`src/rtl/mna_matrix_stamper_defines.svh`:
```
// Assertion macros for mna_matrix_stamper.sv, the file that carries the concurrent checks.
// Each macro expects a clock named clk and an active-high reset named rst.
`ifndef MNA_MATRIX_STAMPER_DEFINES_SVH
`define MNA_MATRIX_STAMPER_DEFINES_SVH

// The consequent must hold in the same cycle as the antecedent.
`define MNA_ASSERT_NOW(lbl, ante, cons, msg) \
  lbl: assert property (@(posedge clk) disable iff (rst) (ante) |-> (cons)) \
    else $error(msg);

// The consequent must hold in the cycle after the antecedent.
`define MNA_ASSERT_NEXT(lbl, ante, cons, msg) \
  lbl: assert property (@(posedge clk) disable iff (rst) (ante) |=> (cons)) \
    else $error(msg);

`endif

```
`src/rtl/mna_pkg.sv`:
```
package mna_pkg;

  // Operation codes.
  localparam logic [1:0] OP_STAMP = 2'd0;
  localparam logic [1:0] OP_READ  = 2'd1;
  localparam logic [1:0] OP_CLEAR = 2'd2;

  // Element kinds.
  localparam logic [2:0] EK_RES  = 3'd0;
  localparam logic [2:0] EK_CAP  = 3'd1;
  localparam logic [2:0] EK_ISRC = 3'd2;
  localparam logic [2:0] EK_VSRC = 3'd3;
  localparam logic [2:0] EK_IND  = 3'd4;

  // Store selection.
  localparam logic [1:0] SS_G = 2'd0;
  localparam logic [1:0] SS_C = 2'd1;
  localparam logic [1:0] SS_B = 2'd2;

  // Result status codes.
  localparam logic [1:0] ST_OK   = 2'd0;
  localparam logic [1:0] ST_ROWS = 2'd1;
  localparam logic [1:0] ST_SAT  = 2'd2;

  // Configuration register indexes and port widths.
  localparam int CFG_IDX_W  = 2;
  localparam int CFG_DATA_W = 8;
  localparam logic [CFG_IDX_W-1:0] CFG_NODE_COUNT = 2'd0;
  localparam logic [CFG_IDX_W-1:0] CFG_TRANSIENT  = 2'd1;

  // Accumulation step sequencing.
  localparam int STEP_W = 3;
  localparam logic [STEP_W-1:0] STEP_LAST = 3'd4;

  // Reciprocal divider: 33 quotient bits, one a cycle.
  localparam logic [5:0] DIV_LAST = 6'd32;

  localparam logic [6:0] ROW_LIMIT = 7'd127;

  localparam logic signed [33:0] Q_ONE   = 34'sd65536;
  localparam logic signed [33:0] SUM_MAX = 34'sh0_7FFF_FFFF;
  localparam logic signed [33:0] SUM_MIN = 34'sh3_8000_0000;

  typedef struct packed {
    logic              latch;
    logic              div_step;
    logic              div_fin;
    logic              acc_wr;
    logic              read_cap;
    logic              clr_step;
    logic [STEP_W-1:0] step;
  } ctrl_cmd_t;

  typedef struct packed {
    logic [1:0] op;
    logic       is_res;
    logic       step_en;
    logic       div_last;
    logic       clr_last;
  } dp_stat_t;

endpackage

```
`src/rtl/mna_ctrl.sv`:
```
module mna_ctrl (
  input  logic               clk,
  input  logic               rst,
  input  logic               start,
  input  mna_pkg::dp_stat_t  stat,
  output mna_pkg::ctrl_cmd_t cmd,
  output logic               busy,
  output logic               done
);

  typedef enum logic [9:0] {
    S_IDLE     = 10'b00_0000_0001,
    S_DISPATCH = 10'b00_0000_0010,
    S_CLEAR    = 10'b00_0000_0100,
    S_DIV      = 10'b00_0000_1000,
    S_DIVFIN   = 10'b00_0001_0000,
    S_ISSUE    = 10'b00_0010_0000,
    S_WRITE    = 10'b00_0100_0000,
    S_READ     = 10'b00_1000_0000,
    S_READW    = 10'b01_0000_0000,
    S_DONE     = 10'b10_0000_0000
  } state_t;

  state_t                     state, state_next;
  logic [mna_pkg::STEP_W-1:0] step, step_next;
  logic                       clr_op, clr_op_next;

  always_ff @(posedge clk) begin
    if (rst) begin
      // The store clearing pass runs straight out of reset.
      state  <= S_CLEAR;
      step   <= '0;
      clr_op <= 1'b0;
    end else begin
      state  <= state_next;
      step   <= step_next;
      clr_op <= clr_op_next;
    end
  end

  always_comb begin
    state_next   = state;
    step_next    = step;
    clr_op_next  = clr_op;
    cmd          = '0;
    cmd.step     = step;
    case (state)
      S_IDLE: begin
        if (start) begin
          cmd.latch  = 1'b1;
          state_next = S_DISPATCH;
        end
      end
      S_DISPATCH: begin
        step_next = '0;
        case (stat.op)
          mna_pkg::OP_STAMP: state_next = stat.is_res ? S_DIV : S_ISSUE;
          mna_pkg::OP_READ:  state_next = S_READ;
          mna_pkg::OP_CLEAR: begin
            clr_op_next = 1'b1;
            state_next  = S_CLEAR;
          end
          default:           state_next = S_DONE;
        endcase
      end
      S_CLEAR: begin
        cmd.clr_step = 1'b1;
        if (stat.clr_last) begin
          clr_op_next = 1'b0;
          state_next  = clr_op ? S_DONE : S_IDLE;
        end
      end
      S_DIV: begin
        cmd.div_step = 1'b1;
        if (stat.div_last) begin
          state_next = S_DIVFIN;
        end
      end
      S_DIVFIN: begin
        cmd.div_fin = 1'b1;
        state_next  = S_ISSUE;
      end
      S_ISSUE: begin
        if (stat.step_en) begin
          state_next = S_WRITE;
        end else if (step == mna_pkg::STEP_LAST) begin
          state_next = S_DONE;
        end else begin
          step_next = step + 1'b1;
        end
      end
      S_WRITE: begin
        cmd.acc_wr = 1'b1;
        if (step == mna_pkg::STEP_LAST) begin
          state_next = S_DONE;
        end else begin
          step_next  = step + 1'b1;
          state_next = S_ISSUE;
        end
      end
      S_READ:  state_next = S_READW;
      S_READW: begin
        cmd.read_cap = 1'b1;
        state_next   = S_DONE;
      end
      S_DONE:  state_next = S_IDLE;
      default: state_next = S_IDLE;
    endcase
  end

  assign busy = (state != S_IDLE);
  assign done = (state == S_DONE);

endmodule

```
`config.mk`:
```
export PLATFORM = sky130hd
export DESIGN_NAME = mna_ctrl
export DESIGN_NICKNAME = d
export VERILOG_FILES = /design/src/rtl/mna_matrix_stamper_defines.svh /design/src/rtl/mna_pkg.sv /design/src/rtl/mna_ctrl.sv
export SDC_FILE = /design/constraint.sdc
export NUM_CORES = 1
export LEC_CHECK = 0
export BUFFER_PORTS_ARGS = -buffer_cell sky130_fd_sc_hd__buf_2
export CAP_MARGIN = 20
export CORE_ASPECT_RATIO = 1.1
export CORE_UTILIZATION = 23
export DETAILED_ROUTE_END_ITERATION = 7
export PLACE_DENSITY = 0.44
export SLEW_MARGIN = 20
export SYNTH_ARGS = -nofsm -noshare
export SYNTH_HDL_FRONTEND = slang
export SYNTH_SLANG_ARGS = --single-unit
export TNS_END_PERCENT = 50
```
`constraint.sdc`:
```
create_clock -name clk -period 2.7 [get_ports clk]
set_input_delay 0.135 -clock clk [delete_from_list [all_inputs] [get_ports clk]]
set_output_delay 0.135 -clock clk [all_outputs]
set_load 0.01 [all_outputs]
```
## Word level (Yosys, flattened, before mapping)

Index checks and enable logic that the tools add are counted.

- Input bits: 9
- Output and inout port bits: 11
- Word-level logic and storage cells: 53
- Register bits: 14

- Add/subtract/negate cells: 1
- Eq/ne operators: 20
- Mux-type cells: 23
- Reduce and logical (&&, ||, !) cells: 6

Operators with widths:

| kind | number |
|---|---|
| $pmux 10 s9 | 1 |
| $mux 10 | 7 |
| $pmux 10 s3 | 1 |
| $eq 10x1->1 const B | 1 |
| $eq 10x10->1 const B | 1 |
| $eq 10x2->1 const B | 1 |
| $eq 10x3->1 const B | 1 |
| $eq 10x4->1 const B | 1 |
| $eq 10x5->1 const B | 1 |
| $eq 10x6->1 const B | 1 |
| $eq 10x7->1 const B | 1 |
| $eq 10x8->1 const B | 1 |
| $eq 10x9->1 const B | 1 |
| $ne 10x1->1 const B | 1 |
| $ne 2x2->1 const B | 5 |
| $mux 1 | 9 |
| $pmux 3 s3 | 1 |
| $mux 3 | 2 |
| $mux 6 | 1 |
| $reduce_and 4->1 | 1 |
| $add 3x1->3 const B | 1 |
| $eq 3x3->1 const B | 1 |
| $ne 3x3->1 const B | 1 |
| $reduce_and 3->1 | 1 |
| other kinds (7) | 7 |

## Logic depth before layout (Yosys ltp)

Gate-level depths: netlist (run 1).

- Word-level depth: 4
- Gate-level depth with buffers: 8
- Mapped depth without buffers: 7

## Least setup slack after synthesis (run 1)

No wires, ideal clock.

- Kind: reg-to-reg
- Start: reg state[3]
- End: reg step[0] (netlist bit)
- Path slack: 0.751 ns
- Period minus slack after synthesis: 1.949 ns
- Library setup time: 0.065 ns
- Stages on the path, launching flop included: 7
- Arrival time: 1.884 ns
- Buffers on the path: 1
- Cells stage by stage: dfxtp_1 buf_6 or4b_4 or3_4 o32ai_4 mux2_4 nor2_1

- Cells in the longest elaborated chain, start to end: 3
- Elaborated cells between the ends (all ways): 7
- Classes of those cells: 4 x eq/ne; 1 x mux; 2 x reduce/logical

RTL lines:

| what | RTL line | source |
|---|---|---|
| start, declared | mna_ctrl.sv:24 | `state_t state, state_next;` |
| start signal, assigned | mna_ctrl.sv:35 | `state <= state_next;` |
| $eq 10x6->1, or another cell as far along | mna_ctrl.sv:47 | `case (state)` |
| $ne 2x2->1 (no source line) or $reduce_bool 3->1 (tied branches) | - |  |
| $reduce_and 2->1 (no source line) | - |  |
| end signal, assigned | mna_ctrl.sv:36 | `step <= step_next;` |
| end, declared | mna_ctrl.sv:25 | `logic [mna_pkg::STEP_W-1:0] step, step_next;` |

Parallel ways exist; a longest one is shown, timed or not.
A chain may end at the register's enable or synchronous reset.

## Final worst setup path (run 1)

- Start: reg state[5]
- End: reg step[0] (netlist bit)

The elaborated chain is that of the path after synthesis.

==> flow_summary.yaml, run 1 <==
placed_design:
  dp_cells: 174
  gp_congestion: 0.784
  io_buffers: 19
  placed_area_sq_um: 1020
  place_hpwl_microns: 1770
  place_ws_ps: 683
routing:
  routed_via_density: 4.88
  routed_wl_microns: 2280
  vias: 868
  drc: 0
  postRouteAntennaNets: 0
  routedWlPerCell_microns: 12.8
  drt_first_iter_violations: 30
  dr.pass1.iters: 4
synthesis:
  synth.area.top_cells: "dfxtp_1, nor3_1, nor2_1, nor4b_1, nand2_1"
  synth.largest_area_cell: "dfxtp_1"
  ys_ff_latch: 14
  synth_cell_types: 38
  synthCells: 108
  synth.avg_cell_area_sq_um: 8.17
  syn_area_sq_um: 882
  ys_seq_area_share_pct: 31.8
  yosys.area.top_type_share_pct: 31.8
  yosys_warnings: 0
  syn-num-nets: 119
grt:
  grt_usage_pct: 13.1
  grt_max_degree: 14
  grt_pass1_vias: 829
  grt_pass1_wl_microns: 3910
  gr-total-overflow: 0
  antenna_found_initial: 0
clock_network:
  root_buffer: "clkbuf_8"
  cts_tree: "yes"
  cts_buffer_depth: 2
  cts-htree-levels: 1
  numCtsBuffers: 3
  clk_pin_slew_ps: 60
  clk_latency_ps: 240
  cts_setup_buffers: 0
  cts_sinks: 14
  ctsResizeCount: 0
  cts_hold_buf: 0
hold_path:
  min_path_type: "input port to flop"
  worstHoldStart: "stat[0]"
power:
  power_density_nw_per_um2: 461
  p_leak_nw: 0.438
  ir_worst_vdd_mv: 0.271
  pwr-share-comb_pct: 14.6
  p_total_mw: 0.496
  seqPwrFrac_pct: 43.8
  p_clk_share_pct: 41.7
  swShare_pct: 25.7
  cell_internal_pwr_mw: 0.369
  netSwitchingPower_mw: 0.127
die:
  dieArea_sq_um: 4090
  die_h_microns: 67.0
  rows: 23
  start_util_pct: 24.1
  die_w_microns: 61.0
  core_sq_um: 3650
  io_pins: 20
final_layout:
  fillCellCount: 426
  nets: 140
  final_cell_area_sq_um: 1080
  stdcell_count: 178
  antennaDiodeCount: 0
  syn_to_final_growth_pct: 22.1
  drive_gt1_share_pct: 23.4
timing:
  setup_ws_ps: 648
  tightest_slew_ps: 476
  fin_worst_skew_ps: 2.58
  slew-limit-headroom_pct: 68.0
  fmaxAchievable_mhz: 487
  fin_tns_setup_ps: 0
  finalCritPeriodShare_pct: 76.0
  finalCriticalPeriod_ps: 2050
  slew_viol_final: 0
  hold_viol: 0
  rsz0062_at_grt: "false"
  setup_viol: 0
critical_path:
  r2r-start: "state[5]$_SDFFE_PP0P_"
  critPathKind: "flop to flop"
  cp_slowest_cell: "or4b_4"
  start_kind: "flop"
  critPathArrivalTime_ps: 2230
  path_cells: "or4b_4, or3_4, o32ai_4, mux2_4, nor2_1"
  startpoint: "state[5]$_SDFFE_PP0P_"
  cp_max_fo: 8
  r2r_slack_ps: 650
  worstPathRequired_ps: 2880
  critPathCaptureType: "flop"
  max_stage_delay_ps: 520
outcome:
  outcome: "completed"
flow_run:
  drv_cap: 0
-- layout by cell type, fill, tap and decap left out, drive strengths merged, types with 3 or more instances in the layout --
cell type,Yosys,layout
a21oi,5,5
a221oi,3,3
nand3,4,4
inv,7,7
nor4,3,3
nor2,12,12
nand2b,3,3
nand2,9,9
dfxtp,14,14
nor4b,5,5
nor3,9,9
clkbuf,1,4
and2,4,4
buf,3,20
-- through the flow --
stage / utilization, % / hold slack, ps
after floorplan: - / 212
after global placement: 28.0 / 335
after detailed placement: 28.0 / 338
after CTS: 29.5 / 72.7
after global routing: 29.5 / 93.9
final: 29.5 / 74.7
-- cell families after synthesis --
logic type	Yosys count	share of synthesized area [%]
buffers and inverters	11	5.82
AO/OA/AOI/OAI	20	18.3
multiplexers	1	1.70
adder cells (fa/ha/maj)	2	2.84
flip-flops	14	31.8
AND/OR/NAND/NOR	58	37.6
XOR/XNOR	2	1.99
-- power groups by stage --
stage                     clock network [mW]  logic, mW  registers, mW
after floorplan                            0     0.0477          0.220
after global placement                     0     0.0728          0.221
after detailed placement                   0     0.0724          0.222
after CTS                              0.214     0.0732          0.217
after global routing                   0.231     0.0824          0.218
final                                  0.207     0.0723          0.217
-- final timing paths --
check	to	depth (start not counted)
worst min-delay path	clr_op$_SDFFE_PP0P_	2
worst max-delay path	step[0]$_SDFFE_PP0P_	5
worst max register to register	step[0]$_SDFFE_PP0P_	5
worst min register to register	state[8]$_SDFFE_PP0P_	1
-- registers in the layout (all words and copies together), names as in the netlist --
name,flops
state,10
step,3
clr_op,1
-- routing by layer --
layer	GRT usage, %	wire length [microns]	up-vias
met5	0	0	-
met4	6.25	40	0
met3	2.52	97	4
met2	19.8	1070	19
met1	17.3	1070	403
li1	-	-	442
-- cells in the mapped netlist (all sizes together) --
library cell,count
dfxtp,14
nor2,12
nand2,9
nor3,9
inv,7
a21oi,5
nor4b,5
and2,4
nand3,4
a221oi,3
buf,3
nand2b,3
nor4,3
ha,2
o21ai,2
o32ai,2
or3,2
or4b,2
xor2,2
a211oi,1
a221o,1
a2bb2oi,1
a311oi,1
a31o,1
a31oi,1
and4,1
and4b,1
clkbuf,1
mux2,1
nand3b,1
nand4,1
nor2b,1
o211ai,1
o22ai,1
-- critical path: cells and delay by family, from the launching register on --
| family | cells | cell delay (ps) |
|---|---|---|
| mux | 1 | 330 |
| simple gates | 3 | 990 |
| flops | 1 | 450 |
| compound gates | 1 | 210 |
-- layout make-up --
class | count | area, sq um | area share (%)
inverter | 7 | 26.3 | 2.44
multi-input combinational | 83 | 551 | 51.1
tap | 50 | 62.6 | 5.81
sequential | 14 | 280 | 26.0
clock buffer | 4 | 55.1 | 5.11
timing repair buffer | 20 | 103 | 9.52
Power figures use the tool's default switching activity.
==> inputs of run 2 (changes only) <==
- PLACE_DENSITY: 0.44 -> 0.45
- clock period: 2.7 -> 1.85 ns (I/O delays scaled with it)
==> run 2 against run 1 <==
Effect of this change: the flow now finishes with violations (setup timing); combinational power is 56% higher; first-iteration DRC count is 20% lower; non-clock buffer count is 13 higher; via count is 7.3% higher; count of clock-buffer cells in the layout is 1 lower; largest power group unchanged; highest routed layer unchanged.
==> flow_summary.yaml, run 2 (same netlist as run 1, synthesis figures left out) <==
grt:
  grt_pass1_wl_microns: 3860
  grt_max_degree: 14
  antenna_found_initial: 0
  gr-total-overflow: 0
  grt_pass1_vias: 849
  grt_usage_pct: 12.8
clock_network:
  cts-htree-levels: 1
  clk_latency_ps: 240
  root_buffer: "clkbuf_8"
  cts_sinks: 14
  cts_buffer_depth: 2
  cts_hold_buf: 0
  cts_setup_buffers: 0
  numCtsBuffers: 3
  clk_pin_slew_ps: 60
  cts_tree: "yes"
placed_design:
  place_hpwl_microns: 1880
  io_buffers: 19
  gp_congestion: 0.788
  dp_cells: 187
timing:
  fmaxAchievable_mhz: 531
  setup_viol: 1
  finalCriticalPeriod_ps: 1880
  tightest_slew_ps: 367
  slew-limit-headroom_pct: 75.4
  fin_tns_setup_ps: -31.8
  slew_viol_final: 0
  fin_worst_skew_ps: 1.27
  finalCritPeriodShare_pct: 102
  rsz0062_at_grt: "true"
  hold_viol: 0
  setup_ws_ps: -31.8
critical_path:
  cp_max_fo: 6
  start_kind: "flop"
  r2r_slack_ps: -30
  critPathArrivalTime_ps: 2070
  critPathCaptureType: "flop"
  critPathKind: "flop to flop"
  worstPathRequired_ps: 2030
routing:
  vias: 931
  dr.pass1.iters: 4
  routedWlPerCell_microns: 12.3
  drt_first_iter_violations: 24
  routed_wl_microns: 2340
  drc: 0
  routed_via_density: 4.90
  postRouteAntennaNets: 0
flow_run:
  drv_cap: 0
die:
  core_sq_um: 3650
  dieArea_sq_um: 4090
  rows: 23
  die_h_microns: 67.0
  start_util_pct: 24.1
  io_pins: 20
  die_w_microns: 61.0
final_layout:
  syn_to_final_growth_pct: 33.9
  antennaDiodeCount: 0
  largest_reg_flops: 10
  reg_top3: "state x10, step x3, clr_op x1"
  final_cell_mix: "buf_2, buf_4, dfxtp_1, nor2_1, nand2_1"
  drive_gt1_share_pct: 33.6
  regMostFlops: "state"
  final_common_cell: "buf_2"
  nets: 153
  stdcell_count: 190
power:
  p_leak_nw: 0.501
  ir_worst_vdd_mv: 0.332
  power_density_nw_per_um2: 572
outcome:
  violations: "setup timing"
  outcome: "complete, but fails checks"
hold_path:
  min_path_type: "input port to flop"
## run 2: cell types whose count changed in the layout (fill, tap and decap cells not counted)
cell,change
nor3_1,-2
dfxtp_1,-1
dfxtp_2,+1
nor3_2,+2
nor4_1,-1
nor2_2,+1
clkbuf_8,-1
nor2_1,-1
nor4_2,+1
buf_4,+13
## run 2: final timing paths
path | depth (start not counted) | start | end
hold / removal | 2 | stat[0] | clr_op$_SDFFE_PP0P_
hold reg to reg | 1 | state[0]$_SDFFE_PP0P_ | state[8]$_SDFFE_PP0P_
setup / recovery | 5 | state[8]$_SDFFE_PP0P_ | step[0]$_SDFFE_PP0P_
setup reg to reg | 5 | state[8]$_SDFFE_PP0P_ | step[0]$_SDFFE_PP0P_
## run 2: final cells by class
type                       instances  area [sq um]
fill                             411          2470
multi-input combinational         83           569
sequential                        14           282
timing repair buffer              33           200
tap                               50          62.6
clock buffer                       3          41.3
inverter                           7          26.3
## run 2: critical path, cell delays in order, from the launching register on
cell and delay, ps:
dfxtp_2 320, or4b_4 530, or3_4 390, o32ai_4 190
mux2_4 340, nor2_2 70
## run 2: layer usage
metal | vias to the layer above | share of wire, % | global-route usage, %
li1 | 472 | - | -
met1 | 427 | 50 | 18.4
met2 | 27 | 45 | 18.9
met3 | 5 | 3.7 | 1.75
met4 | 0 | 1.5 | 5.11
met5 | - | 0 | 0
## run 2: stage by stage
stage	utilization (%)	worst slack [ps]	power, mW	area [sq um]	hold slack (ps)
detailed placement	30.6	-37.2	0.435	1120	303
global route	32.3	-106	0.710	1180	57.4
CTS	31.8	-43.1	0.682	1160	45.0
finish	32.3	-31.8	0.675	1180	47.3
floorplan	-	-71.4	0.391	882	169
global placement	30.6	-1.46	0.434	1120	294
## run 2: report_power, final
part	internal, mW	leakage, nW	switching, mW
Combinational	0.0468	0.366	0.0662
Sequential	0.308	0.114	0.00931
Clock	0.144	0.0216	0.101
Total	0.498	0.501	0.177
## run 2: what timing repair did
item | in CTS | in global routing
pin swaps | 0 | 1
setup endpoints to repair | 1 | 13
cloned | 0 | 0
resized for setup | 0 | 5
==> inputs of run 3 (changes only) <==
- GPL_TIMING_DRIVEN: not set -> 0
==> run 3 against run 2 <==
Effect of this change: the flow still finishes with violations (setup timing); register-to-register slack worse by 30 ps; clock power rose by 22%; final cell count shrank 3.2%; sequential share of layout area rose by 1.4 points; worst hold slack got worse by 10 ps; clock skew about the same; wire length up 2.5%; core utilization fell by 0.65 points; combinational power down 4%; critical path depth unchanged; sequential cell count did not move; critical path type unchanged.
==> flow_summary.yaml, run 3 (same netlist as run 1, synthesis figures left out) <==
routing:
  met3_length_microns: 106
  drt-met1-wl_microns: 1180
  postRouteAntennaNets: 0
  routed_via_density: 4.84
  dr.pass1.iters: 4
  routed_wl_microns: 2400
  dr_wl_met2_microns: 1090
  drt_first_iter_violations: 20
  vias: 890
  drc: 0
  routedWlPerCell_microns: 13.1
  top_layer: "met4"
final_layout:
  stdcell_count: 184
  final_common_cell: "buf_2"
  final_cell_area_sq_um: 1160
  largest_reg_flops: 10
  antennaDiodeCount: 0
  nets: 146
  fillCellCount: 412
  syn_to_final_growth_pct: 31.2
  drive_gt1_share_pct: 33.6
  regMostFlops: "state"
  final_cell_mix: "buf_2, nor2_1, nand2_1, dfxtp_1"
  reg_top3: "state x10, step x3, clr_op x1"
die:
  die_h_microns: 67.0
  die_w_microns: 61.0
  start_util_pct: 24.1
  io_pins: 20
  core_sq_um: 3650
  rows: 23
  dieArea_sq_um: 4090
flow_run:
  drv_cap: 0
critical_path:
  cp_slowest_cell: "or4b_4"
  crit_family: "simple AND/OR/NAND/NOR gates"
  worstPathRequired_ps: 2030
  start_kind: "flop"
  r2r-end: "step[0]$_SDFFE_PP0P_"
  cp_num_buf_inv: 0
  path_cells: "or4b_4, or3_4, o32ai_4, mux2_4, nor2_2"
  critPathCaptureType: "flop"
  max_stage_delay_ps: 530
  cp_max_fo: 5
  critPathArrivalTime_ps: 2090
  critPathKind: "flop to flop"
  r2r_cells: 5
  r2r_slack_ps: -60
  r2r-start: "state[6]$_SDFFE_PP0P_"
timing:
  tightest_slew_ps: 538
  fin_worst_skew_ps: 1.32
  hold_viol: 0
  fin_hold_ws_ps: 37.1
  setup_ws_ps: -60.6
  slew-limit-headroom_pct: 64.1
  slew_viol_final: 0
  finalCriticalPeriod_ps: 1910
  rsz0062_at_grt: "true"
  setup_viol: 1
  finalCritPeriodShare_pct: 103
  fmaxAchievable_mhz: 523
grt:
  grt_max_degree: 11
  grt_pass1_wl_microns: 4030
  grt_usage_pct: 13.5
  antenna_found_initial: 0
  gr-total-overflow: 0
  grt_pass1_vias: 904
placed_design:
  place_hpwl_microns: 1800
  placed_area_sq_um: 1040
  place_ws_ps: -219
  gp_congestion: 0.847
  dp_cells: 177
  io_buffers: 19
clock_network:
  clk_pin_slew_ps: 60
  cts_buffer_depth: 2
  cts_sinks: 14
  cts-htree-levels: 1
  clk_latency_ps: 240
  cts_hold_buf: 0
  numCtsBuffers: 3
  root_buffer: "clkbuf_8"
  cts_tree: "yes"
power:
  power_density_nw_per_um2: 624
  ir_worst_vdd_mv: 0.265
  p_leak_nw: 0.474
  p_total_mw: 0.722
outcome:
  outcome: "complete, but fails checks"
  violations: "setup timing"
hold_path:
  min_to: "clr_op$_SDFFE_PP0P_"
  min_path_type: "input port to flop"
  worstHoldStart: "stat[0]"
  holdPathStages: 2
==> run 3: metal layers <==
layer	global-route usage, %	up-vias
met5	0	-
met4	6.53	0
met3	2.72	2
met2	20.5	21
met1	17.8	412
li1	-	455
==> run 3: area by class of cell <==
class / count / area (sq um) / share of cell area [%]
multi-input combinational: 83 / 578 / 49.9
sequential: 14 / 292 / 25.2
timing repair buffer: 25 / 140 / 12.1
tap: 50 / 62.6 / 5.41
clock buffer: 4 / 55.1 / 4.76
inverter: 7 / 26.3 / 2.27
buffer: 1 / 3.75 / 0.324
==> run 3: metrics by stage <==
step | util (%) | TNS, ps
final | 31.7 | -60.6
after global routing | 31.7 | -261
after CTS | 31.3 | -273
after detailed placement | 28.4 | -515
after global placement | 28.4 | -399
after floorplan | - | -86.0
==> run 3: worst max path at each step <==
stage,start,to,slack [ps],cells after the start
6_report,state[6]$_SDFFE_PP0P_,step[0]$_SDFFE_PP0P_,-60,5
4_1_cts,state[8]$_SDFFE_PP0P_,step[0]$_SDFFE_PP0P_,-140,5
3_3_place_gp,state[2]$_SDFFE_PP1P_,step[0]$_SDFFE_PP0P_,-180,5
2_1_floorplan,state[3]$_SDFFE_PP0P_,step[0]$_SDFFE_PP0P_,-70,6
3_5_place_dp,state[2]$_SDFFE_PP1P_,step[0]$_SDFFE_PP0P_,-220,5
5_1_grt,state[6]$_SDFFE_PP0P_,step[0]$_SDFFE_PP0P_,-120,5
==> run 3: what timing repair did <==
item,4_1_cts,5_1_grt
resized for setup,10,6
setup buffers,5,1
endpoints found under the setup margin,3,12
pin swaps,3,6
==> run 3: where the power goes <==
group          switching, mW  total [mW]  leakage [nW]  internal (mW)
Sequential            0.0107       0.316         0.117          0.305
Clock                  0.109       0.298        0.0288          0.188
Combinational         0.0656       0.109         0.328         0.0433
Total                  0.186       0.722         0.474          0.536
